==> config.mk <==
export PLATFORM = sky130hd
export DESIGN_NAME = cfa_sm9_sort
export DESIGN_NICKNAME = d
export VERILOG_FILES = /design/src/hw/rtl/cfa_sm9_pkg.sv /design/src/hw/rtl/cfa_sm9_sort.sv
export SDC_FILE = /design/constraint.sdc
export NUM_CORES = 1
export LEC_CHECK = 0
export BUFFER_PORTS_ARGS = -buffer_cell sky130_fd_sc_hd__buf_4
export CAP_MARGIN = 40
export CORE_MARGIN = 3
export CORE_UTILIZATION = 61
export CTS_CLUSTER_DIAMETER = 30
export CTS_CLUSTER_SIZE = 8
export DETAILED_ROUTE_END_ITERATION = 8
export GPL_TIMING_DRIVEN = 0
export PLACE_DENSITY = 0.77
export SLEW_MARGIN = 5
export SYNTH_ARGS = -nofsm -noshare
export SYNTH_HDL_FRONTEND = slang
export SYNTH_SLANG_ARGS = --single-unit
==> constraint.sdc <==
create_clock -name i_clk -period 6.55 [get_ports i_clk]
set_input_delay 0 -clock i_clk [delete_from_list [all_inputs] [get_ports i_clk]]
set_output_delay 0 -clock i_clk [all_outputs]
set_load 0.1 [all_outputs]
==> src/hw/rtl/cfa_sm9_pkg.sv <==
// cfa_sm9_pkg: shared types, constants and the median network tables
// for the same-color median9 filter
// no dependencies

package cfa_sm9_pkg;

    localparam int unsigned DATA_W         = 16;
    localparam int unsigned CFG_AW         = 3;
    localparam int unsigned CFG_DW         = 32;
    localparam int unsigned ROW_W          = 15;
    localparam int unsigned MAX_WIDTH_DEF  = 4096;
    localparam int unsigned PIXEL_BITS_DEF = 16;
    localparam int unsigned MIN_DIM        = 5;
    localparam int unsigned HEIGHT_CAP     = 16384;
    localparam int unsigned WIDTH_RESET    = 1920;
    localparam int unsigned HEIGHT_RESET   = 1080;

    typedef enum logic [0:0] {
        REG_LINE_WIDTH   = 1'b0,
        REG_FRAME_HEIGHT = 1'b1
    } t_reg_idx;

    typedef struct packed {
        logic [DATA_W-1:0] pixel_in;
        logic              pad;
    } t_in_item;

    typedef struct packed {
        logic [DATA_W-1:0] pixel_out;
        logic              end_of_frame;
    } t_out_item;

    typedef struct packed {
        logic [ROW_W-1:0] h_m1;
        logic [ROW_W-1:0] h_p2;
        logic             restart;
    } t_frame_geom;

    typedef struct packed {
        logic interior;
        logic eof;
    } t_sort_ctl;

    // compare-exchange network: min goes to the first index, max to the second
    localparam int unsigned NET_LAYERS = 9;
    localparam int unsigned NET_PAIRS  = 3;

    localparam logic [3:0] NET_I [NET_LAYERS][NET_PAIRS] = '{
        '{4'd1, 4'd4, 4'd7},
        '{4'd0, 4'd3, 4'd6},
        '{4'd1, 4'd4, 4'd7},
        '{4'd0, 4'd5, 4'd4},
        '{4'd3, 4'd1, 4'd2},
        '{4'd4, 4'd0, 4'd0},
        '{4'd4, 4'd0, 4'd0},
        '{4'd6, 4'd0, 4'd0},
        '{4'd4, 4'd0, 4'd0}
    };

    localparam logic [3:0] NET_J [NET_LAYERS][NET_PAIRS] = '{
        '{4'd2, 4'd5, 4'd8},
        '{4'd1, 4'd4, 4'd7},
        '{4'd2, 4'd5, 4'd8},
        '{4'd3, 4'd8, 4'd7},
        '{4'd6, 4'd4, 4'd5},
        '{4'd7, 4'd0, 4'd0},
        '{4'd2, 4'd0, 4'd0},
        '{4'd4, 4'd0, 4'd0},
        '{4'd2, 4'd0, 4'd0}
    };

    localparam logic [1:0] NET_CNT [NET_LAYERS] = '{
        2'd3, 2'd3, 2'd3, 2'd3, 2'd3, 2'd1, 2'd1, 2'd1, 2'd1
    };

    function automatic logic [ROW_W-1:0] clamp_width(input logic [12:0] raw,
                                                     input int unsigned maxw);
        logic [ROW_W-1:0] w;
        w = ROW_W'(raw);
        if (w < ROW_W'(MIN_DIM)) w = ROW_W'(MIN_DIM);
        if (w > ROW_W'(maxw)) w = ROW_W'(maxw);
        return w;
    endfunction

    function automatic logic [ROW_W-1:0] clamp_height(input logic [ROW_W-1:0] raw);
        logic [ROW_W-1:0] h;
        h = raw;
        if (h < ROW_W'(MIN_DIM)) h = ROW_W'(MIN_DIM);
        if (h > ROW_W'(HEIGHT_CAP)) h = ROW_W'(HEIGHT_CAP);
        return h;
    endfunction

endpackage

==> src/hw/rtl/cfa_sm9_sort.sv <==
// cfa_sm9_sort: pipelined median-of-nine compare-exchange network, an input stage,
// then one network layer per stage, last stage is the output register; uses cfa_sm9_pkg

module cfa_sm9_sort #(
    parameter int unsigned PIXEL_BITS = cfa_sm9_pkg::PIXEL_BITS_DEF
) (
    input  logic                        i_clk,
    input  logic                        i_rst_n,
    input  logic                        i_valid,
    output logic                        o_ready,
    input  logic [8:0][PIXEL_BITS-1:0]  i_taps,
    input  cfa_sm9_pkg::t_sort_ctl      i_ctl,
    output logic                        o_valid,
    input  logic                        i_stall,
    output logic [PIXEL_BITS-1:0]       o_pix,
    output logic                        o_eof
);
    import cfa_sm9_pkg::*;

    localparam int unsigned PB  = PIXEL_BITS;
    localparam int unsigned STG = NET_LAYERS + 1;

    logic [STG-1:0]          r_v;
    logic [STG-1:0]          w_rdy;
    logic [8:0][PB-1:0]      r_vec [STG];
    t_sort_ctl               r_ctl [STG];

    function automatic logic [8:0][PB-1:0] cx_layer(input logic [8:0][PB-1:0] v,
                                                    input logic [3:0] lyr);
        logic [8:0][PB-1:0] o;
        logic [PB-1:0]      a;
        logic [PB-1:0]      b;
        o = v;
        for (int p = 0; p < NET_PAIRS; p++) begin
            if (2'(p) < NET_CNT[lyr]) begin
                a = o[NET_I[lyr][2'(p)]];
                b = o[NET_J[lyr][2'(p)]];
                if (b < a) begin
                    o[NET_I[lyr][2'(p)]] = b;
                    o[NET_J[lyr][2'(p)]] = a;
                end
            end
        end
        return o;
    endfunction

    assign w_rdy[STG-1] = !r_v[STG-1] || !i_stall;

    genvar s;
    generate
        for (s = 0; s < STG - 1; s++) begin : g_rdy
            assign w_rdy[s] = !r_v[s] || w_rdy[s+1];
        end
    endgenerate

    always_ff @(posedge i_clk) begin
        if (!i_rst_n) begin
            r_v[0] <= 1'b0;
        end else if (w_rdy[0]) begin
            r_v[0] <= i_valid;
        end
    end

    always_ff @(posedge i_clk) begin
        if (w_rdy[0]) begin
            r_vec[0] <= i_taps;
            r_ctl[0] <= i_ctl;
        end
    end

    generate
        for (s = 1; s < STG; s++) begin : g_stage
            always_ff @(posedge i_clk) begin
                if (!i_rst_n) begin
                    r_v[s] <= 1'b0;
                end else if (w_rdy[s]) begin
                    r_v[s] <= r_v[s-1];
                end
            end

            // border items pass unchanged so the centre sample comes out
            always_ff @(posedge i_clk) begin
                if (w_rdy[s]) begin
                    r_vec[s] <= r_ctl[s-1].interior ? cx_layer(r_vec[s-1], 4'(s - 1))
                                                    : r_vec[s-1];
                    r_ctl[s] <= r_ctl[s-1];
                end
            end
        end
    endgenerate

    assign o_ready = w_rdy[0];
    assign o_valid = r_v[STG-1];
    assign o_pix   = r_vec[STG-1][4];
    assign o_eof   = r_ctl[STG-1].eof;

endmodule

==> qor.yml <==
grt:
  grt_pass1_vias: 19900
  grt_max_degree: 103
  grt_usage: 0.253
  antenna_found_initial: 1
  grt_overflow: 0
  grt_pass1_wl_mm: 111
clock_network:
  cts.hold.buffers_added: 214
  cts-htree-levels: 4
  clk_latency_ns: 0.70
  root_buffer: "clkbuf_16"
  cts_resized: 0
  cts_buffers: 148
  cts_tree: "yes"
  clkSlewWorstSetupHoldPaths_ns: 0.05
  post-cts-setup-buffer-count: 0
  numClockSinks: 829
  cts.path.max_buffers: 3
power_and_ir_drop:
  static-leakage-power_nw: 17.5
  irDropWorstVdd_v: 0.000318
  finalPower_mw: 17.2
  powerDensity_nw_per_um2: 401
routing:
  dr.first_iter.drc_count: 1153
  via_count: 18200
  routedWlPerCell_um: 22.0
  drt_pre_antenna_iters: 5
  ant_nets: 0
  avgViaCountPerCell: 5.65
  drc: 0
  wl_mm: 71.1
synthesis:
  synth_area_um2: 33700
  ys_ff_latch: 829
  synth_cell_types: 41
  synth_ff_type: "edfxtp_1"
  seq_area_frac_synth: 0.736
  netlist_instances: 1904
  synth_enable_flop_cells: 819
  postSynth.asyncResetShare: 0
  synth_area_per_cell_um2: 17.7
  syn-num-nets: 2249
  synth_most_common_cell: "edfxtp_1"
  synth_top_area_share: 0.730
  netlist_top_cells_area: "edfxtp_1 (73%), mux2_2 (9.8%), ha_1 (7.2%), inv_1 (2.5%), a21oi_1 (1.1%)"
  yosys_warnings: 0
  synth_commonest_cells: "edfxtp_1 (819), mux2_2 (292), inv_1 (228)"
  synth_area_leader_cell: "edfxtp_1"
sta:
  finalCritPeriodShare: 0.622
  fmax_ghz: 0.245
  rsz0062_at_grt: "false"
  max_slew_margin: 0.394
  period_minus_slack_ns: 4.07
  worst_clock_skew_ns: 0.0268
  final-setup-viol-count: 0
  worst_pin_slew_ns: 0.909
  maxSlewViolCount: 0
  hold_viol: 0
hold_path:
  hp-class: "in2reg"
cells_and_area:
  fill_cells: 2614
  regArea_um2: 24800
  instances_no_fill: 3225
  drive_gt1_frac: 0.279
  fin_nets: 2774
  final_core_util: 0.788
  area_growth_pct: 27.0
  multi_input_area_um2: 7800
critical_path:
  path_cells: "and4_1 > clkbuf_1 > and4_1 > clkbuf_1 > and4_1 > nand2_4 > buf_16 > buf_4"
  critPathMostFrequentCell: "and4_1"
  max_stage_delay_ns: 0.50
  worstPathRequired_ns: 6.55
  start_kind: "flip-flop"
  cp.arrival_ns: 4.07
  slowest_stage: "nand2_4"
  crit_fanout: 71
  critical_path_class: "reg2out"
  crit_path_end_kind: "output port"
die:
  core-area_um2: 54200
  placementRows: 85
  die-area_um2: 58000
  pin_count: 169
  die_h_um: 241
  start_util: 0.621
  dieWidth_um: 241
place:
  hpwl_mm: 39.9
  numPortBuffers: 151
  gp_congestion: 0.909
  post-place-cells: 2760
run_status:
  run_status: "complete, no violations"
job:
  maxCapViolCount: 0
## report_power, final
group          leakage (nW)  switching (mW)  internal (mW)
Sequential             8.75           0.492           6.92
Clock                  2.24            2.45           4.68
Combinational          6.47            1.39           1.23
## per-layer routing
metal / vias up / part of all wire / GRT usage
li1: 8357 / - / -
met1: 9032 / 0.37 / 0.289
met2: 637 / 0.54 / 0.461
met3: 181 / 0.044 / 0.0459
met4: 0 / 0.041 / 0.122
met5: - / 0 / 0
## area by class of cell
class,count,area share
flip-flops and latches,829,0.580
multi-input cells,812,0.182
clock buffers,182,0.0918
repair buffers,375,0.0824
well taps,696,0.0204
inverters,228,0.0202
clock inverters,67,0.0166
plain buffers,35,0.00620
diodes,1,0.0000585
## registers in the layout, summed over array words and instances, names as in the netlist
name     flops
o_valid      1
r_ctl       19
r_v          9
r_vec      800
## stage by stage
step	hold slack [ns]	area, um^2	setup slack, ns	setup TNS, ns
floorplan	0.0989	33700	0.339	0
global placement	0.178	35700	-0.752	-94.81
detailed placement	0.179	35900	3.25	0
CTS	0.0000612	42700	2.47	0
global route	0.0135	42800	2.22	0
finish	0.0329	42800	2.48	0
## placed cells by master (no fill, tap or decap), types with 16 or more instances in the layout
cell / n
edfxtp_1: 819
mux2_2: 292
inv_1: 225
dlygate4sd3_1: 214
ha_1: 195
buf_4: 155
clkbuf_16: 151
a21oi_1: 72
nand2_1: 37
nand4_1: 37
clkbuf_1: 31
o21ai_0: 30
clkinv_1: 23
a21o_1: 16
## critical path: cells and delay by family, from the launching register on
| family | cells | cell delay [ns] |
|---|---|---|
| buffers and inverters | 4 | 1.43 |
| AND/OR/NAND/NOR | 4 | 1.42 |
| flip-flops | 1 | 0.40 |
## cells by family after synthesis
logic type / share of synthesized area
flops: 0.736
buf+inv: 0.0333
compound gates: 0.0303
fa+ha+maj: 0.0725
mux: 0.103
simple gates: 0.0247
## final timing paths
| kind | depth (start not counted) | startpoint | slack (ns) | to |
|---|---|---|---|---|
| worst min-delay path | 2 | i_taps[110] | 0.03 | r_vec[0][110] |
| worst max-delay path | 8 | o_valid | 2.48 | o_ready |
| worst min register to register | 0 | r_vec[0][118] | 0.40 | r_vec[1][118] |
| worst max register to register | 7 | o_valid | 3.13 | r_vec[0][98] |
No activity file was read; power rests on OpenSTA's default activity.
