**src/hw/rtl/cfa_sm9_pkg.sv**
```systemverilog
// cfa_sm9_pkg: shared types, constants and the median network tables
// for the same-color median9 filter
// no dependencies

package cfa_sm9_pkg;

    localparam int unsigned DATA_W         = 16;
    localparam int unsigned CFG_AW         = 3;
    localparam int unsigned CFG_DW         = 32;
    localparam int unsigned ROW_W          = 15;
    localparam int unsigned MAX_WIDTH_DEF  = 4096;
    localparam int unsigned PIXEL_BITS_DEF = 16;
    localparam int unsigned MIN_DIM        = 5;
    localparam int unsigned HEIGHT_CAP     = 16384;
    localparam int unsigned WIDTH_RESET    = 1920;
    localparam int unsigned HEIGHT_RESET   = 1080;

    typedef enum logic [0:0] {
        REG_LINE_WIDTH   = 1'b0,
        REG_FRAME_HEIGHT = 1'b1
    } t_reg_idx;

    typedef struct packed {
        logic [DATA_W-1:0] pixel_in;
        logic              pad;
    } t_in_item;

    typedef struct packed {
        logic [DATA_W-1:0] pixel_out;
        logic              end_of_frame;
    } t_out_item;

    typedef struct packed {
        logic [ROW_W-1:0] h_m1;
        logic [ROW_W-1:0] h_p2;
        logic             restart;
    } t_frame_geom;

    typedef struct packed {
        logic interior;
        logic eof;
    } t_sort_ctl;

    // compare-exchange network: min goes to the first index, max to the second
    localparam int unsigned NET_LAYERS = 9;
    localparam int unsigned NET_PAIRS  = 3;

    localparam logic [3:0] NET_I [NET_LAYERS][NET_PAIRS] = '{
        '{4'd1, 4'd4, 4'd7},
        '{4'd0, 4'd3, 4'd6},
        '{4'd1, 4'd4, 4'd7},
        '{4'd0, 4'd5, 4'd4},
        '{4'd3, 4'd1, 4'd2},
        '{4'd4, 4'd0, 4'd0},
        '{4'd4, 4'd0, 4'd0},
        '{4'd6, 4'd0, 4'd0},
        '{4'd4, 4'd0, 4'd0}
    };

    localparam logic [3:0] NET_J [NET_LAYERS][NET_PAIRS] = '{
        '{4'd2, 4'd5, 4'd8},
        '{4'd1, 4'd4, 4'd7},
        '{4'd2, 4'd5, 4'd8},
        '{4'd3, 4'd8, 4'd7},
        '{4'd6, 4'd4, 4'd5},
        '{4'd7, 4'd0, 4'd0},
        '{4'd2, 4'd0, 4'd0},
        '{4'd4, 4'd0, 4'd0},
        '{4'd2, 4'd0, 4'd0}
    };

    localparam logic [1:0] NET_CNT [NET_LAYERS] = '{
        2'd3, 2'd3, 2'd3, 2'd3, 2'd3, 2'd1, 2'd1, 2'd1, 2'd1
    };

    function automatic logic [ROW_W-1:0] clamp_width(input logic [12:0] raw,
                                                     input int unsigned maxw);
        logic [ROW_W-1:0] w;
        w = ROW_W'(raw);
        if (w < ROW_W'(MIN_DIM)) w = ROW_W'(MIN_DIM);
        if (w > ROW_W'(maxw)) w = ROW_W'(maxw);
        return w;
    endfunction

    function automatic logic [ROW_W-1:0] clamp_height(input logic [ROW_W-1:0] raw);
        logic [ROW_W-1:0] h;
        h = raw;
        if (h < ROW_W'(MIN_DIM)) h = ROW_W'(MIN_DIM);
        if (h > ROW_W'(HEIGHT_CAP)) h = ROW_W'(HEIGHT_CAP);
        return h;
    endfunction

endpackage

```
**src/hw/rtl/cfa_sm9_cfg.sv**
```systemverilog
// cfa_sm9_cfg: apb register file for line width and frame height,
// keeps the clamped frame geometry; uses cfa_sm9_pkg

module cfa_sm9_cfg #(
    parameter int unsigned MAX_WIDTH = cfa_sm9_pkg::MAX_WIDTH_DEF
) (
    input  logic                              i_clk,
    input  logic                              i_rst_n,
    input  logic                              psel,
    input  logic                              penable,
    input  logic                              pwrite,
    input  logic [cfa_sm9_pkg::CFG_AW-1:0]    paddr,
    input  logic [cfa_sm9_pkg::CFG_DW-1:0]    pwdata,
    output logic [cfa_sm9_pkg::CFG_DW-1:0]    prdata,
    output logic                              pready,
    output logic [$clog2(MAX_WIDTH)-1:0]      o_w_m1,
    output cfa_sm9_pkg::t_frame_geom          o_geom
);
    import cfa_sm9_pkg::*;

    localparam int unsigned COL_W = $clog2(MAX_WIDTH);

    logic [12:0]      r_line_width;
    logic [ROW_W-1:0] r_frame_height;
    logic [COL_W-1:0] r_w_m1;
    logic [ROW_W-1:0] r_h_m1;
    logic [ROW_W-1:0] r_h_p2;
    logic [ROW_W-1:0] w_width;
    logic [ROW_W-1:0] w_height;
    logic             w_wr;
    t_reg_idx         w_idx;

    assign w_wr     = psel && penable && pwrite;
    assign w_idx    = t_reg_idx'(paddr[CFG_AW-1:2]);
    assign w_width  = clamp_width(pwdata[12:0], MAX_WIDTH);
    assign w_height = clamp_height(pwdata[ROW_W-1:0]);

    always_ff @(posedge i_clk) begin
        if (!i_rst_n) begin
            r_line_width   <= 13'(WIDTH_RESET);
            r_frame_height <= ROW_W'(HEIGHT_RESET);
            r_w_m1         <= COL_W'(clamp_width(13'(WIDTH_RESET), MAX_WIDTH) - ROW_W'(1));
            r_h_m1         <= clamp_height(ROW_W'(HEIGHT_RESET)) - ROW_W'(1);
            r_h_p2         <= clamp_height(ROW_W'(HEIGHT_RESET)) + ROW_W'(2);
        end else if (w_wr) begin
            case (w_idx)
                REG_LINE_WIDTH: begin
                    r_line_width <= pwdata[12:0];
                    r_w_m1       <= COL_W'(w_width - ROW_W'(1));
                end
                REG_FRAME_HEIGHT: begin
                    r_frame_height <= pwdata[ROW_W-1:0];
                    r_h_m1         <= w_height - ROW_W'(1);
                    r_h_p2         <= w_height + ROW_W'(2);
                end
                default: begin
                end
            endcase
        end
    end

    always_comb begin
        case (w_idx)
            REG_LINE_WIDTH:   prdata = CFG_DW'(r_line_width);
            REG_FRAME_HEIGHT: prdata = CFG_DW'(r_frame_height);
            default:          prdata = '0;
        endcase
    end

    assign pready         = 1'b1;
    assign o_w_m1         = r_w_m1;
    assign o_geom.h_m1    = r_h_m1;
    assign o_geom.h_p2    = r_h_p2;
    assign o_geom.restart = w_wr;

endmodule

```
**config.mk**
```make
export PLATFORM = sky130hd
export DESIGN_NAME = cfa_sm9_cfg
export DESIGN_NICKNAME = d
export VERILOG_FILES = /design/src/hw/rtl/cfa_sm9_pkg.sv /design/src/hw/rtl/cfa_sm9_cfg.sv
export SDC_FILE = /design/constraint.sdc
export NUM_CORES = 1
export LEC_CHECK = 0
export ABC_AREA = 1
export BUFFER_PORTS_ARGS = -buffer_cell sky130_fd_sc_hd__clkbuf_2
export CAP_MARGIN = 40
export CORE_MARGIN = 2
export CORE_UTILIZATION = 50
export CTS_BUF_LIST = sky130_fd_sc_hd__clkbuf_4 sky130_fd_sc_hd__clkbuf_8
export CTS_CLUSTER_DIAMETER = 60
export DETAILED_ROUTE_END_ITERATION = 16
export GPL_TIMING_DRIVEN = 1
export PLACE_DENSITY = 0.77
export SLEW_MARGIN = 20
export SYNTH_ARGS = -nofsm -noshare
export SYNTH_HDL_FRONTEND = slang
export SYNTH_SLANG_ARGS = --single-unit
```
**constraint.sdc**
```tcl
create_clock -name i_clk -period 2.45 [get_ports i_clk]
set_input_delay 0.1225 -clock i_clk [delete_from_list [all_inputs] [get_ports i_clk]]
set_output_delay 0.1225 -clock i_clk [all_outputs]
set_load 0.02 [all_outputs]
```
==> results of run 1 <==
[layout make-up]
type,count,area [um^2],area share (%)
clock inverters,6,116,2.50
inverters,52,195,4.20
flip-flops and latches,70,1400,30.2
well taps,102,128,2.75
repair buffers,100,568,12.2
multi-input cells,429,2100,45.2
clock buffers,10,138,2.96
[power breakdown]
part           total [mW]  internal (mW)  switching, mW
registers            1.20           1.18         0.0188
clock network        1.19          0.713          0.479
logic               0.462          0.141          0.321
total                2.85           2.03          0.820
[worst max-delay path: cells and delay by family]
family,cells,cell delay (ns)
buffers and inverters,5,0.54
AO/OA/AOI/OAI,1,0.12
AND/OR/NAND/NOR,12,1.27
adder cells (fa/ha/maj),1,0.20
[cells in the final DEF (no fill, tap or decap), types with 2 or more instances in the layout]
master                        n
sky130_fd_sc_hd__clkbuf_8    10
sky130_fd_sc_hd__nand2_4      4
sky130_fd_sc_hd__a21oi_1     51
sky130_fd_sc_hd__nor2_1      78
sky130_fd_sc_hd__inv_6        2
sky130_fd_sc_hd__nor2_4       4
sky130_fd_sc_hd__nand4_2      2
sky130_fd_sc_hd__conb_1      18
sky130_fd_sc_hd__nand3_1     27
sky130_fd_sc_hd__xor2_1       4
sky130_fd_sc_hd__nand4_1      7
sky130_fd_sc_hd__inv_1       45
sky130_fd_sc_hd__inv_2        7
sky130_fd_sc_hd__o21ai_0     47
sky130_fd_sc_hd__xnor2_1      3
sky130_fd_sc_hd__ha_1         6
sky130_fd_sc_hd__nand2_1    133
sky130_fd_sc_hd__o21ai_1     10
sky130_fd_sc_hd__clkbuf_2    78
sky130_fd_sc_hd__bufinv_16    3
sky130_fd_sc_hd__nor3_1       3
sky130_fd_sc_hd__dfxtp_1     70
sky130_fd_sc_hd__o211ai_1    10
sky130_fd_sc_hd__buf_4       21
sky130_fd_sc_hd__nor2_2       5
sky130_fd_sc_hd__nand2_2      8
[through the flow]
step                      area (um^2)  util (%)  cells  worst slack [ns]
after detailed placement         4390      57.4    753             0.133
after CTS                        4650      60.8    769             0.502
after floorplan                  3960         -    597             0.297
after global placement           4390      57.4    753             0.196
after global routing             4650      60.8    769             0.220
final                            4650      60.8    769             0.449
[state kept, by name, indices dropped and copies added, names as in the netlist]
name            cells
o_w_m1             12
r_line_width       13
r_frame_height     15
r_h_p2             15
r_h_m1             15
[worst min-delay path by stage]
| stage | slack (ns) | start | cells after the start | to |
|---|---|---|---|---|
| after CTS | 0.06 | pwdata[13] | 3 | r_frame_height[13]$_SDFFE_PN0P_ |
| after global routing | 0.09 | pwdata[13] | 3 | r_frame_height[13]$_SDFFE_PN0P_ |
| after global placement | 0.44 | pwdata[13] | 3 | r_frame_height[13]$_SDFFE_PN0P_ |
| after floorplan | 0.27 | pwdata[13] | 2 | r_frame_height[13]$_SDFFE_PN0P_ |
| final | 0.08 | pwdata[13] | 3 | r_frame_height[13]$_SDFFE_PN0P_ |
| after detailed placement | 0.44 | pwdata[13] | 3 | r_frame_height[13]$_SDFFE_PN0P_ |
[routing by layer]
layer / up-vias / track usage (%)
li1: 2010 / -
met1: 1785 / 32.2
met2: 154 / 44.0
met3: 23 / 5.75
met4: 0 / 12.4
met5: - / 0
[cell families (layout without fill, tap and decap cells)]
| kind of cell | count (synthesis) | count (layout) | synth area share, % |
|---|---|---|---|
| adders and majority gates | 6 | 6 | 1.93 |
| AOI/OAI and AO/OA | 125 | 125 | 17.8 |
| other | 2 | 18 | 0.193 |
| buffers and inverters | 98 | 168 | 11.8 |
| xor gates and xnor gates | 7 | 7 | 1.57 |
| DFF | 70 | 70 | 36.0 |
| and+or+nand+nor | 273 | 273 | 30.7 |
==> impl_metrics.xml, run 1 <==
<?xml version="1.0" encoding="UTF-8"?>
<metrics>
  <group name="logic_synthesis">
    <metric name="register_area_share_after_synthesis" unit="%">36.0</metric>
    <metric name="netlist.area_leader.share" unit="%">36.0</metric>
    <metric name="yosysWarningCount" unit="">0</metric>
    <metric name="dominantRegCellSynth" unit="">sky130_fd_sc_hd__dfxtp_1</metric>
    <metric name="postSynthRegisterBits" unit="">70</metric>
    <metric name="post-synth-top-count-cell" unit="">sky130_fd_sc_hd__nand2_1</metric>
    <metric name="yosys-top-cells-count" unit="">sky130_fd_sc_hd__nand2_1, sky130_fd_sc_hd__nor2_1, sky130_fd_sc_hd__dfxtp_1</metric>
    <metric name="synth_area_leaders" unit="">sky130_fd_sc_hd__dfxtp_1, sky130_fd_sc_hd__nand2_1, sky130_fd_sc_hd__nor2_1, sky130_fd_sc_hd__a21oi_1, sky130_fd_sc_hd__o21ai_0</metric>
    <metric name="post_synth_inst_count" unit="">581</metric>
    <metric name="netlist.top_cell.by_area" unit="">sky130_fd_sc_hd__dfxtp_1</metric>
    <metric name="yosys.cell_types.count" unit="">36</metric>
    <metric name="synth_edf_count" unit="">0</metric>
    <metric name="synth_area_per_cell" unit="um^2">6.70</metric>
    <metric name="async_flop_share" unit="%">0</metric>
    <metric name="syn-cell-area" unit="um^2">3890</metric>
  </group>
  <group name="critical_path">
    <metric name="critical_path.most_common_cell" unit="">sky130_fd_sc_hd__nand2_1</metric>
    <metric name="capture_point_of_the_worst_reg_to_reg_path" unit="">r_h_m1[9]$_SDFFE_PN0P_</metric>
    <metric name="critPathCaptureType" unit="">flip-flop</metric>
    <metric name="cp_slowest_stage_delay" unit="ns">0.20</metric>
    <metric name="crit_type" unit="">input port to flip-flop</metric>
    <metric name="critPathRequiredTime" unit="ns">2.70</metric>
    <metric name="crit_start" unit="">pwdata[2]</metric>
    <metric name="path_max_fanout" unit="">6</metric>
    <metric name="reg2reg_depth" unit="">4</metric>
    <metric name="start_kind" unit="">input port</metric>
    <metric name="critPathArrivalTime" unit="ns">2.25</metric>
    <metric name="cell_by_cell_trace_of_the_critical_path" unit="">clkbuf_2 &gt; inv_1 &gt; nand4_1 &gt; nor2_1 &gt; nand3_2 &gt; nand2_4 &gt; nand2_1 &gt; nor2_1 &gt; buf_4 &gt; inv_1 &gt; ha_1 &gt; nand3_1 &gt; nand2_1 &gt; nor2_2 &gt; nand2_1 &gt; nand2_1 &gt; nand2_1 &gt; o21ai_1 &gt; inv_1</metric>
    <metric name="rr_startpoint" unit="">r_h_m1[9]$_SDFFE_PN0P_</metric>
    <metric name="critPathCapture" unit="">r_h_m1[13]$_SDFFE_PN0P_</metric>
    <metric name="timing.critical_path.slowest_stage_cell" unit="">sky130_fd_sc_hd__ha_1</metric>
    <metric name="regToRegSetupSlack" unit="ns">1.73</metric>
  </group>
  <group name="layout">
    <metric name="syn2layout_area_growth" unit="%">19.3</metric>
    <metric name="post_route_cells_drive_above_1_share" unit="%">22.6</metric>
    <metric name="fill_cells" unit="">714</metric>
    <metric name="finish.net_count" unit="">708</metric>
    <metric name="antenna_cells" unit="">0</metric>
  </group>
  <group name="pwr">
    <metric name="pwr_density_cell" unit="nW/um^2">613</metric>
    <metric name="total_power" unit="mW">2.85</metric>
    <metric name="p_leak" unit="nW">2.33</metric>
    <metric name="vdd_drop_max" unit="mV">0.331</metric>
  </group>
  <group name="global_routing">
    <metric name="global_route_wire_length_before_repair" unit="um">17700</metric>
    <metric name="first_global_vias" unit="">3813</metric>
    <metric name="global_route.overflow_total" unit="">0</metric>
    <metric name="pin_count_of_the_biggest_net_entering_global_routing" unit="">41</metric>
    <metric name="grt_use_total" unit="%">26.4</metric>
    <metric name="grt_antenna_before_repair" unit="">0</metric>
  </group>
  <group name="floorplan">
    <metric name="floorplan.die.width" unit="um">92.3</metric>
    <metric name="die_y" unit="um">92.3</metric>
    <metric name="initial_core_utilization" unit="%">50.9</metric>
    <metric name="design.portCount" unit="">116</metric>
    <metric name="floorplan.rows" unit="">32</metric>
    <metric name="core_ar" unit="um^2">7650</metric>
    <metric name="floorplan.die_area" unit="um^2">8510</metric>
  </group>
  <group name="cts">
    <metric name="cts_buffers" unit="">9</metric>
    <metric name="clk_path_buf_depth" unit="">2</metric>
    <metric name="clock_tree_from_tritoncts" unit="">yes</metric>
    <metric name="cts.reportedPaths.clkPinSlew" unit="ns">0.08</metric>
    <metric name="htreeDepth" unit="">3</metric>
    <metric name="cts.sink_count" unit="">70</metric>
    <metric name="cts-root-buf" unit="">sky130_fd_sc_hd__clkbuf_8</metric>
    <metric name="insertion_delay" unit="ns">0.35</metric>
    <metric name="post_cts.resized_instances" unit="">0</metric>
    <metric name="cts_hold_buffers" unit="">0</metric>
    <metric name="post-cts-setup-buffer-count" unit="">0</metric>
  </group>
  <group name="drt">
    <metric name="totalWireLength" unit="um">10500</metric>
    <metric name="first_iter_violations" unit="">248</metric>
    <metric name="routed_wire_length_per_instance" unit="um">13.7</metric>
    <metric name="wl_met3" unit="um">748</metric>
    <metric name="topRoutingLayerUsed" unit="">met4</metric>
    <metric name="met2RoutedLength" unit="um">4910</metric>
    <metric name="drtPass1Iterations" unit="">5</metric>
    <metric name="detail_route.wirelength.met1" unit="um">4530</metric>
    <metric name="detail_route.vias_per_cell" unit="">5.17</metric>
    <metric name="drtAntennaViolNets" unit="">0</metric>
    <metric name="dr_total_vias" unit="">3972</metric>
    <metric name="drc_errors" unit="">0</metric>
  </group>
  <group name="sta">
    <metric name="final.setup.tns" unit="ns">0</metric>
    <metric name="slew_viol_final" unit="">0</metric>
    <metric name="final-setup-viol-count" unit="">0</metric>
    <metric name="tightest_slew" unit="ns">0.582</metric>
    <metric name="timing_hold_violations_final" unit="">0</metric>
    <metric name="slew_headroom" unit="%">61.1</metric>
    <metric name="final_min_period_over_clock_period" unit="%">81.7</metric>
    <metric name="max_clock_freq" unit="GHz">0.500</metric>
    <metric name="worst_clock_skew" unit="ns">0</metric>
    <metric name="rsz0062_at_grt" unit="">no</metric>
    <metric name="finalCriticalPeriod" unit="ns">2.00</metric>
    <metric name="whs" unit="ns">0.0774</metric>
  </group>
  <group name="flow_run">
    <metric name="max_cap_viol_count" unit="">0</metric>
  </group>
  <group name="place">
    <metric name="finalWeightedCongestion" unit="">0.979</metric>
    <metric name="number_of_buffers_added_on_ports" unit="">78</metric>
    <metric name="hpwlAfterDp" unit="um">7980</metric>
  </group>
  <group name="hold_path">
    <metric name="hold_class" unit="">input port to flip-flop</metric>
  </group>
  <group name="status">
    <metric name="outcome" unit="">finished clean</metric>
  </group>
</metrics>
(Power assumes the default switching activity.)
==> run 2, diff against run 1 <==
--- a/config.mk
+++ b/config.mk
@@ -5,7 +5,7 @@
 export SDC_FILE = /design/constraint.sdc
 export NUM_CORES = 1
 export LEC_CHECK = 0
-export ABC_AREA = 1
+export ABC_AREA = 0
 export BUFFER_PORTS_ARGS = -buffer_cell sky130_fd_sc_hd__clkbuf_2
 export CAP_MARGIN = 40
 export CORE_MARGIN = 2
==> constraint.sdc (replaced) <==
create_clock -name i_clk -period 2.1 [get_ports i_clk]
set_input_delay 0.105 -clock i_clk [delete_from_list [all_inputs] [get_ports i_clk]]
set_output_delay 0.105 -clock i_clk [all_outputs]
set_load 0.02 [all_outputs]
==> run 2 against run 1 <==
  * Via count up 3.3%
  * Synthesized cell count down 15%
  * Sequential cell count unchanged
  * Register-to-register slack worse by 0.67 ns
  * Global-route usage up 3.9 points
  * Non-clock buffer count up 45
  * Critical endpoint is now r_h_m1[9]$_SDFFE_PN0P_
  * Largest cell class unchanged
  * Largest power group unchanged
==> impl_metrics.xml, run 2 <==
<?xml version="1.0" encoding="UTF-8"?>
<metrics>
  <group name="status">
    <metric name="outcome" unit="">finished clean</metric>
  </group>
  <group name="critical_path">
    <metric name="timing.critical_path.slowest_stage_cell" unit="">sky130_fd_sc_hd__a2111oi_4</metric>
    <metric name="critPathRequiredTime" unit="ns">2.36</metric>
    <metric name="start_kind" unit="">input port</metric>
    <metric name="crit_type" unit="">input port to flip-flop</metric>
    <metric name="cp_slowest_stage_delay" unit="ns">0.30</metric>
    <metric name="cpLargestDelayFamily" unit="">compound AO/OA/AOI/OAI gates</metric>
    <metric name="path_max_fanout" unit="">4</metric>
    <metric name="critPathArrivalTime" unit="ns">2.20</metric>
    <metric name="worst-path-buf-inv" unit="">3</metric>
    <metric name="cell_by_cell_trace_of_the_critical_path" unit="">clkbuf_2 &gt; nor3_1 &gt; buf_4 &gt; nand2_1 &gt; nor2_4 &gt; nor3b_2 &gt; inv_2 &gt; ha_4 &gt; a2111oi_4 &gt; o21ai_1 &gt; a31oi_2 &gt; a211oi_1 &gt; o221a_2</metric>
    <metric name="critPathCaptureType" unit="">flip-flop</metric>
  </group>
  <group name="pwr">
    <metric name="p_leak" unit="nW">2.15</metric>
    <metric name="pwr_density_cell" unit="nW/um^2">623</metric>
    <metric name="vdd_drop_max" unit="mV">0.362</metric>
  </group>
  <group name="logic_synthesis">
    <metric name="netlist.top_cell.by_area" unit="">sky130_fd_sc_hd__dfxtp_1</metric>
    <metric name="async_flop_share" unit="%">0</metric>
    <metric name="dominantRegCellSynth" unit="">sky130_fd_sc_hd__dfxtp_1</metric>
    <metric name="synth_area_leaders" unit="">sky130_fd_sc_hd__dfxtp_1, sky130_fd_sc_hd__nand2_1, sky130_fd_sc_hd__a21boi_0, sky130_fd_sc_hd__mux2_2, sky130_fd_sc_hd__buf_4</metric>
    <metric name="yosysWarningCount" unit="">0</metric>
    <metric name="postSynthRegisterBits" unit="">70</metric>
    <metric name="yosys-top-cells-count" unit="">sky130_fd_sc_hd__nand2_1, sky130_fd_sc_hd__dfxtp_1, sky130_fd_sc_hd__clkbuf_1</metric>
    <metric name="synth_edf_count" unit="">0</metric>
    <metric name="register_area_share_after_synthesis" unit="%">35.7</metric>
    <metric name="syn-cell-area" unit="um^2">3930</metric>
    <metric name="synth_area_per_cell" unit="um^2">7.96</metric>
    <metric name="post_synth_inst_count" unit="">493</metric>
    <metric name="yosys.cell_types.count" unit="">63</metric>
    <metric name="netlist.area_leader.share" unit="%">35.7</metric>
    <metric name="post-synth-top-count-cell" unit="">sky130_fd_sc_hd__nand2_1</metric>
  </group>
  <group name="floorplan">
    <metric name="floorplan.die.width" unit="um">92.6</metric>
    <metric name="core_ar" unit="um^2">7650</metric>
    <metric name="die_y" unit="um">92.6</metric>
    <metric name="floorplan.die_area" unit="um^2">8580</metric>
    <metric name="initial_core_utilization" unit="%">51.3</metric>
    <metric name="design.portCount" unit="">116</metric>
    <metric name="floorplan.rows" unit="">32</metric>
  </group>
  <group name="cts">
    <metric name="cts.sink_count" unit="">70</metric>
    <metric name="cts.reportedPaths.clkPinSlew" unit="ns">0.08</metric>
    <metric name="cts_hold_buffers" unit="">0</metric>
    <metric name="htreeDepth" unit="">3</metric>
    <metric name="cts-root-buf" unit="">sky130_fd_sc_hd__clkbuf_8</metric>
    <metric name="insertion_delay" unit="ns">0.36</metric>
    <metric name="cts_buffers" unit="">9</metric>
    <metric name="clock_tree_from_tritoncts" unit="">yes</metric>
    <metric name="clk_path_buf_depth" unit="">2</metric>
  </group>
  <group name="drt">
    <metric name="drc_errors" unit="">0</metric>
    <metric name="detail_route.vias_per_cell" unit="">5.78</metric>
    <metric name="drtPass1Iterations" unit="">5</metric>
    <metric name="drtAntennaViolNets" unit="">0</metric>
    <metric name="dr_total_vias" unit="">4105</metric>
    <metric name="totalWireLength" unit="um">12700</metric>
    <metric name="first_iter_violations" unit="">298</metric>
    <metric name="routed_wire_length_per_instance" unit="um">17.9</metric>
  </group>
  <group name="sta">
    <metric name="final_min_period_over_clock_period" unit="%">92.1</metric>
    <metric name="worst_setup_margin" unit="ns">0.165</metric>
    <metric name="tightest_slew" unit="ns">0.562</metric>
    <metric name="rsz0062_at_grt" unit="">no</metric>
    <metric name="worst_clock_skew" unit="ns">0</metric>
    <metric name="timing_hold_violations_final" unit="">0</metric>
    <metric name="slew_headroom" unit="%">62.6</metric>
    <metric name="finalCriticalPeriod" unit="ns">1.93</metric>
    <metric name="final-setup-viol-count" unit="">0</metric>
    <metric name="slew_viol_final" unit="">0</metric>
    <metric name="max_clock_freq" unit="GHz">0.517</metric>
  </group>
  <group name="global_routing">
    <metric name="global_route.overflow_total" unit="">0</metric>
    <metric name="pin_count_of_the_biggest_net_entering_global_routing" unit="">44</metric>
    <metric name="first_global_vias" unit="">3887</metric>
    <metric name="grt_use_total" unit="%">30.3</metric>
    <metric name="grt_antenna_before_repair" unit="">0</metric>
    <metric name="global_route_wire_length_before_repair" unit="um">20100</metric>
  </group>
  <group name="layout">
    <metric name="final_cell_mix" unit="">sky130_fd_sc_hd__nand2_1, sky130_fd_sc_hd__clkbuf_2, sky130_fd_sc_hd__dfxtp_1, sky130_fd_sc_hd__buf_4, sky130_fd_sc_hd__a21boi_0</metric>
    <metric name="layout_commonest_cell" unit="">sky130_fd_sc_hd__nand2_1</metric>
    <metric name="syn2layout_area_growth" unit="%">28.1</metric>
    <metric name="antenna_cells" unit="">0</metric>
    <metric name="biggestRegsByFlops" unit="">r_frame_height: 15 flops, r_h_m1: 15 flops, r_h_p2: 15 flops</metric>
    <metric name="finalNonFillerCells" unit="">710</metric>
    <metric name="post_route_cells_drive_above_1_share" unit="%">33.1</metric>
    <metric name="finish.net_count" unit="">649</metric>
    <metric name="fill_cells" unit="">687</metric>
  </group>
  <group name="flow_run">
    <metric name="max_cap_viol_count" unit="">0</metric>
  </group>
  <group name="place">
    <metric name="place.detailed.instances" unit="">694</metric>
    <metric name="finalWeightedCongestion" unit="">0.990</metric>
    <metric name="number_of_buffers_added_on_ports" unit="">78</metric>
    <metric name="pre_cts_ws" unit="ns">-0.248</metric>
    <metric name="hpwlAfterDp" unit="um">9330</metric>
  </group>
  <group name="hold_path">
    <metric name="hold_class" unit="">input port to flip-flop</metric>
  </group>
</metrics>
run 2: changes by cell type after synthesis, moves of 12 or more:
cell and delta:
sky130_fd_sc_hd__nand2_1 -49, sky130_fd_sc_hd__mux2_2 +13, sky130_fd_sc_hd__nand3_1 -12, sky130_fd_sc_hd__nor2_1 -57, sky130_fd_sc_hd__clkbuf_1 +16, sky130_fd_sc_hd__o21ai_0 -28
sky130_fd_sc_hd__a21oi_1 -38, sky130_fd_sc_hd__nor3_1 +15, sky130_fd_sc_hd__inv_1 -32, sky130_fd_sc_hd__a21boi_0 +23
run 2: metrics by stage:
| stage | instance area (um^2) | utilization [%] | TNS (ns) | hold WS, ns | total power [mW] |
|---|---|---|---|---|---|
| after global placement | 4810 | 62.9 | -1.78 | 0.437 | 1.99 |
| final | 5030 | 65.8 | 0 | 0.0980 | 3.13 |
| after global routing | 5030 | 65.8 | 0 | 0.108 | 3.25 |
| after detailed placement | 4810 | 62.9 | -2.44 | 0.444 | 1.99 |
| after floorplan | 4150 | - | -0.721 | 0.250 | 1.80 |
| after CTS | 5010 | 65.6 | 0 | 0.0883 | 3.13 |
run 2: final cells by class:
class	count	area (um^2)	area share (%)
multi-input combinational	363	2350	46.8
sequential	70	1400	27.9
timing repair buffer	145	893	17.8
clock buffer	10	131	2.61
tap	102	128	2.54
clock inverter	6	71.3	1.42
inverter	14	52.6	1.05
run 2: kinds of logic (layout without fill, tap and decap cells):
logic type | count (synthesis) | count (layout) | share of synthesized area, %
other cells | 2 | 18 | 0.191
simple gates | 182 | 182 | 21.7
mux | 17 | 17 | 4.75
fa+ha+maj | 6 | 6 | 1.91
xor+xnor | 15 | 15 | 3.35
compound gates | 125 | 125 | 23.0
buf+inv | 76 | 175 | 9.37
flops | 70 | 70 | 35.7
run 2: path summary, 6_finish.rpt:
path,from,to,slack [ns],cells past startpoint
worst max-delay path,pwdata[13],r_h_m1[9]$_SDFFE_PN0P_,0.17,13
worst min-delay path,pwdata[10],r_line_width[10]$_SDFFE_PN1P_,0.1,3
worst max register to register,o_w_m1[10]$_SDFFE_PN1P_,o_w_m1[10]$_SDFFE_PN1P_,1.06,3
worst min register to register,r_line_width[3]$_SDFFE_PN0P_,r_line_width[3]$_SDFFE_PN0P_,0.46,2
run 2: power by group:
group | total [mW] | switching [mW] | internal (mW)
Sequential | 1.38 | 0.0179 | 1.36
Combinational | 0.597 | 0.372 | 0.224
Clock | 1.16 | 0.587 | 0.570
run 2: repair_timing:
item	4_1_cts	5_1_grt
buffers inserted	0	0
endpoints found under the setup margin	0	3
gates resized for setup	0	2
run 2: per-layer routing:
layer | wire length [um] | global-route usage, %
met1 | 5620 | 41.5
met2 | 5790 | 46.8
met3 | 880 | 5.37
met4 | 425 | 13.1
met5 | 0 | 0
run 2: tightest hold or removal path, delay by kind of cell:
kind / cells / cell delay (ns)
buffers and inverters: 1 / 0.13
and+or+nand+nor: 2 / 0.20
==> run 3, diff against run 2 <==
--- a/config.mk
+++ b/config.mk
@@ -9,12 +9,12 @@
 export BUFFER_PORTS_ARGS = -buffer_cell sky130_fd_sc_hd__clkbuf_2
 export CAP_MARGIN = 40
 export CORE_MARGIN = 2
-export CORE_UTILIZATION = 50
+export CORE_UTILIZATION = 49
 export CTS_BUF_LIST = sky130_fd_sc_hd__clkbuf_4 sky130_fd_sc_hd__clkbuf_8
 export CTS_CLUSTER_DIAMETER = 60
 export DETAILED_ROUTE_END_ITERATION = 16
 export GPL_TIMING_DRIVEN = 1
-export PLACE_DENSITY = 0.77
+export PLACE_DENSITY = 0.78
 export SLEW_MARGIN = 20
 export SYNTH_ARGS = -nofsm -noshare
 export SYNTH_HDL_FRONTEND = slang
==> constraint.sdc (replaced) <==
create_clock -name i_clk -period 1.6 [get_ports i_clk]
set_input_delay 0.08 -clock i_clk [delete_from_list [all_inputs] [get_ports i_clk]]
set_output_delay 0.08 -clock i_clk [all_outputs]
set_load 0.02 [all_outputs]
==> run 3 against run 2 <==
  * The run now ends with negative setup slack left
  * Die area increased by 2.0%
  * Sequential share of layout area decreased by 2.8 points
  * Largest cell class unchanged
  * Cell count increased by 5.4%
  * Highest routed layer unchanged
  * Register-to-register slack got worse by 0.53 ns
  * First-iteration DRC count decreased by 12%
  * Setup slack got worse by 0.52 ns
  * Combinational power increased by 54%
  * Clock skew unchanged
  * Non-clock buffer count increased by 38
  * Worst hold slack got worse by 0.016 ns
  * Sequential cell count unchanged
  * Largest power group unchanged
  * Utilization increased by 6.6 points
==> impl_metrics.xml, run 3 (synthesis gave the netlist of run 2 again) <==
<?xml version="1.0" encoding="UTF-8"?>
<metrics>
  <group name="drt">
    <metric name="drc_errors" unit="">0</metric>
    <metric name="totalWireLength" unit="um">13900</metric>
    <metric name="drtAntennaViolNets" unit="">0</metric>
    <metric name="detail_route.vias_per_cell" unit="">5.79</metric>
    <metric name="drtPass1Iterations" unit="">4</metric>
    <metric name="routed_wire_length_per_instance" unit="um">18.6</metric>
    <metric name="first_iter_violations" unit="">262</metric>
    <metric name="dr_total_vias" unit="">4333</metric>
  </group>
  <group name="sta">
    <metric name="slew_viol_final" unit="">0</metric>
    <metric name="worst_setup_margin" unit="ns">-0.358</metric>
    <metric name="timing_hold_violations_final" unit="">0</metric>
    <metric name="final.setup.tns" unit="ns">-3.92</metric>
    <metric name="worst_clock_skew" unit="ns">0</metric>
    <metric name="final_min_period_over_clock_period" unit="%">122</metric>
    <metric name="final-setup-viol-count" unit="">23</metric>
    <metric name="finalCriticalPeriod" unit="ns">1.96</metric>
    <metric name="max_clock_freq" unit="GHz">0.511</metric>
    <metric name="rsz0062_at_grt" unit="">yes</metric>
  </group>
  <group name="layout">
    <metric name="finalNonFillerCells" unit="">748</metric>
    <metric name="syn2layout_area_growth" unit="%">42.4</metric>
    <metric name="final_cell_area_excluding_filler_cells" unit="um^2">5590</metric>
    <metric name="post_route_cells_drive_above_1_share" unit="%">40.7</metric>
    <metric name="final_cell_mix" unit="">sky130_fd_sc_hd__buf_4, sky130_fd_sc_hd__nand2_1, sky130_fd_sc_hd__clkbuf_2, sky130_fd_sc_hd__dfxtp_1, sky130_fd_sc_hd__a21boi_0</metric>
    <metric name="antenna_cells" unit="">0</metric>
    <metric name="finish.net_count" unit="">687</metric>
    <metric name="layout_commonest_cell" unit="">sky130_fd_sc_hd__buf_4</metric>
    <metric name="biggestRegsByFlops" unit="">r_frame_height: 15 flops, r_h_m1: 15 flops, r_h_p2: 15 flops</metric>
  </group>
  <group name="global_routing">
    <metric name="global_route_wire_length_before_repair" unit="um">21500</metric>
    <metric name="first_global_vias" unit="">4199</metric>
    <metric name="global_route.overflow_total" unit="">0</metric>
    <metric name="pin_count_of_the_biggest_net_entering_global_routing" unit="">33</metric>
    <metric name="grt_use_total" unit="%">32.1</metric>
    <metric name="grt_antenna_before_repair" unit="">0</metric>
  </group>
  <group name="place">
    <metric name="number_of_buffers_added_on_ports" unit="">78</metric>
    <metric name="finalWeightedCongestion" unit="">0.979</metric>
    <metric name="place.detailed.instances" unit="">711</metric>
    <metric name="placed_cell_area" unit="um^2">5010</metric>
    <metric name="hpwlAfterDp" unit="um">9830</metric>
  </group>
  <group name="pwr">
    <metric name="int_pwr" unit="mW">2.94</metric>
    <metric name="proportion_of_power_drawn_by_combinational_gates" unit="%">21.6</metric>
    <metric name="swShare" unit="%">31.1</metric>
    <metric name="clock_power_share" unit="%">35.9</metric>
    <metric name="p_leak" unit="nW">2.41</metric>
    <metric name="total_power" unit="mW">4.26</metric>
    <metric name="vdd_drop_max" unit="mV">0.578</metric>
    <metric name="p_sw" unit="mW">1.33</metric>
    <metric name="seq_power_share" unit="%">42.5</metric>
    <metric name="pwr_density_cell" unit="nW/um^2">763</metric>
  </group>
  <group name="flow_run">
    <metric name="max_cap_viol_count" unit="">0</metric>
  </group>
  <group name="cts">
    <metric name="htreeDepth" unit="">3</metric>
    <metric name="cts.sink_count" unit="">70</metric>
    <metric name="insertion_delay" unit="ns">0.35</metric>
    <metric name="clock_tree_from_tritoncts" unit="">yes</metric>
    <metric name="clk_path_buf_depth" unit="">2</metric>
    <metric name="cts-root-buf" unit="">sky130_fd_sc_hd__clkbuf_8</metric>
    <metric name="cts_buffers" unit="">9</metric>
    <metric name="cts.reportedPaths.clkPinSlew" unit="ns">0.09</metric>
  </group>
  <group name="floorplan">
    <metric name="die_y" unit="um">93.5</metric>
    <metric name="floorplan.rows" unit="">32</metric>
    <metric name="initial_core_utilization" unit="%">50.8</metric>
    <metric name="floorplan.die.width" unit="um">93.5</metric>
    <metric name="floorplan.die_area" unit="um^2">8750</metric>
    <metric name="core_ar" unit="um^2">7730</metric>
    <metric name="design.portCount" unit="">116</metric>
  </group>
  <group name="critical_path">
    <metric name="critPathRequiredTime" unit="ns">1.85</metric>
    <metric name="start_kind" unit="">input port</metric>
    <metric name="critPathCaptureType" unit="">flip-flop</metric>
    <metric name="path_max_fanout" unit="">3</metric>
    <metric name="critPathArrivalTime" unit="ns">2.21</metric>
    <metric name="crit_type" unit="">input port to flip-flop</metric>
  </group>
  <group name="status">
    <metric name="violations" unit="">negative setup slack</metric>
    <metric name="outcome" unit="">finished with violations</metric>
  </group>
  <group name="hold_path">
    <metric name="hold_class" unit="">input port to flip-flop</metric>
  </group>
</metrics>
## run 3: per-layer routing
layer	vias to the layer above	GRT usage, %	routed length, um
met4	0	13.2	340
li1	2012	-	-
met3	28	4.19	955
met5	-	0	0
met1	2085	41.7	5890
met2	208	53.6	6740
## run 3: final cells by class
class	instances	area, um^2
flip-flops and latches	70	1400
repair buffers	183	1240
well taps	102	128
clock inverters	6	68.8
multi-input cells	363	2560
inverters	14	52.6
fillers	630	2140
clock buffers	10	138
## run 3: stage by stage
stage          worst slack [ns]  hold slack (ns)  utilization [%]
6_report                 -0.358           0.0818             72.3
3_3_place_gp             -0.638            0.422             64.9
2_1_floorplan            -0.741            0.225                -
3_5_place_dp             -0.699            0.440             64.9
4_1_cts                  -0.247           0.0640             70.1
5_1_grt                  -0.450            0.108             72.3
## run 3: power groups by stage
stage	registers, mW	clock network [mW]	logic, mW
after floorplan	1.88	0	0.493
after global placement	1.85	0	0.806
after detailed placement	1.85	0	0.810
after CTS	1.81	1.56	0.863
after global routing	1.82	1.61	0.978
final	1.81	1.53	0.920
## run 3: critical path, stage by stage
cell and delay (ns):
sky130_fd_sc_hd__buf_8 0.10, sky130_fd_sc_hd__nor4_4 0.25, sky130_fd_sc_hd__buf_4 0.17, sky130_fd_sc_hd__nand4_1 0.15, sky130_fd_sc_hd__nand2_2 0.15, sky130_fd_sc_hd__o21ai_4 0.08, sky130_fd_sc_hd__ha_4 0.17, sky130_fd_sc_hd__a2111oi_4 0.31
sky130_fd_sc_hd__o21ai_1 0.13, sky130_fd_sc_hd__a31oi_2 0.26, sky130_fd_sc_hd__a211oi_2 0.12, sky130_fd_sc_hd__o221a_2 0.23
## run 3: worst paths after layout
path	from	to	slack, ns	depth (start not counted)
setup / recovery	pwdata[6]	r_h_m1[9]$_SDFFE_PN0P_	-0.36	12
hold / removal	pwdata[10]	r_line_width[10]$_SDFFE_PN1P_	0.08	3
setup reg to reg	o_w_m1[10]$_SDFFE_PN1P_	o_w_m1[10]$_SDFFE_PN1P_	0.53	3
hold reg to reg	r_h_p2[9]$_SDFFE_PN0P_	r_h_p2[9]$_SDFFE_PN0P_	0.45	2
## run 3: what timing repair did
action,CTS,global route
resized for setup,19,27
pin swaps,16,23
setup endpoints to repair,19,29
setup buffers,15,7
hold buffers,0,0
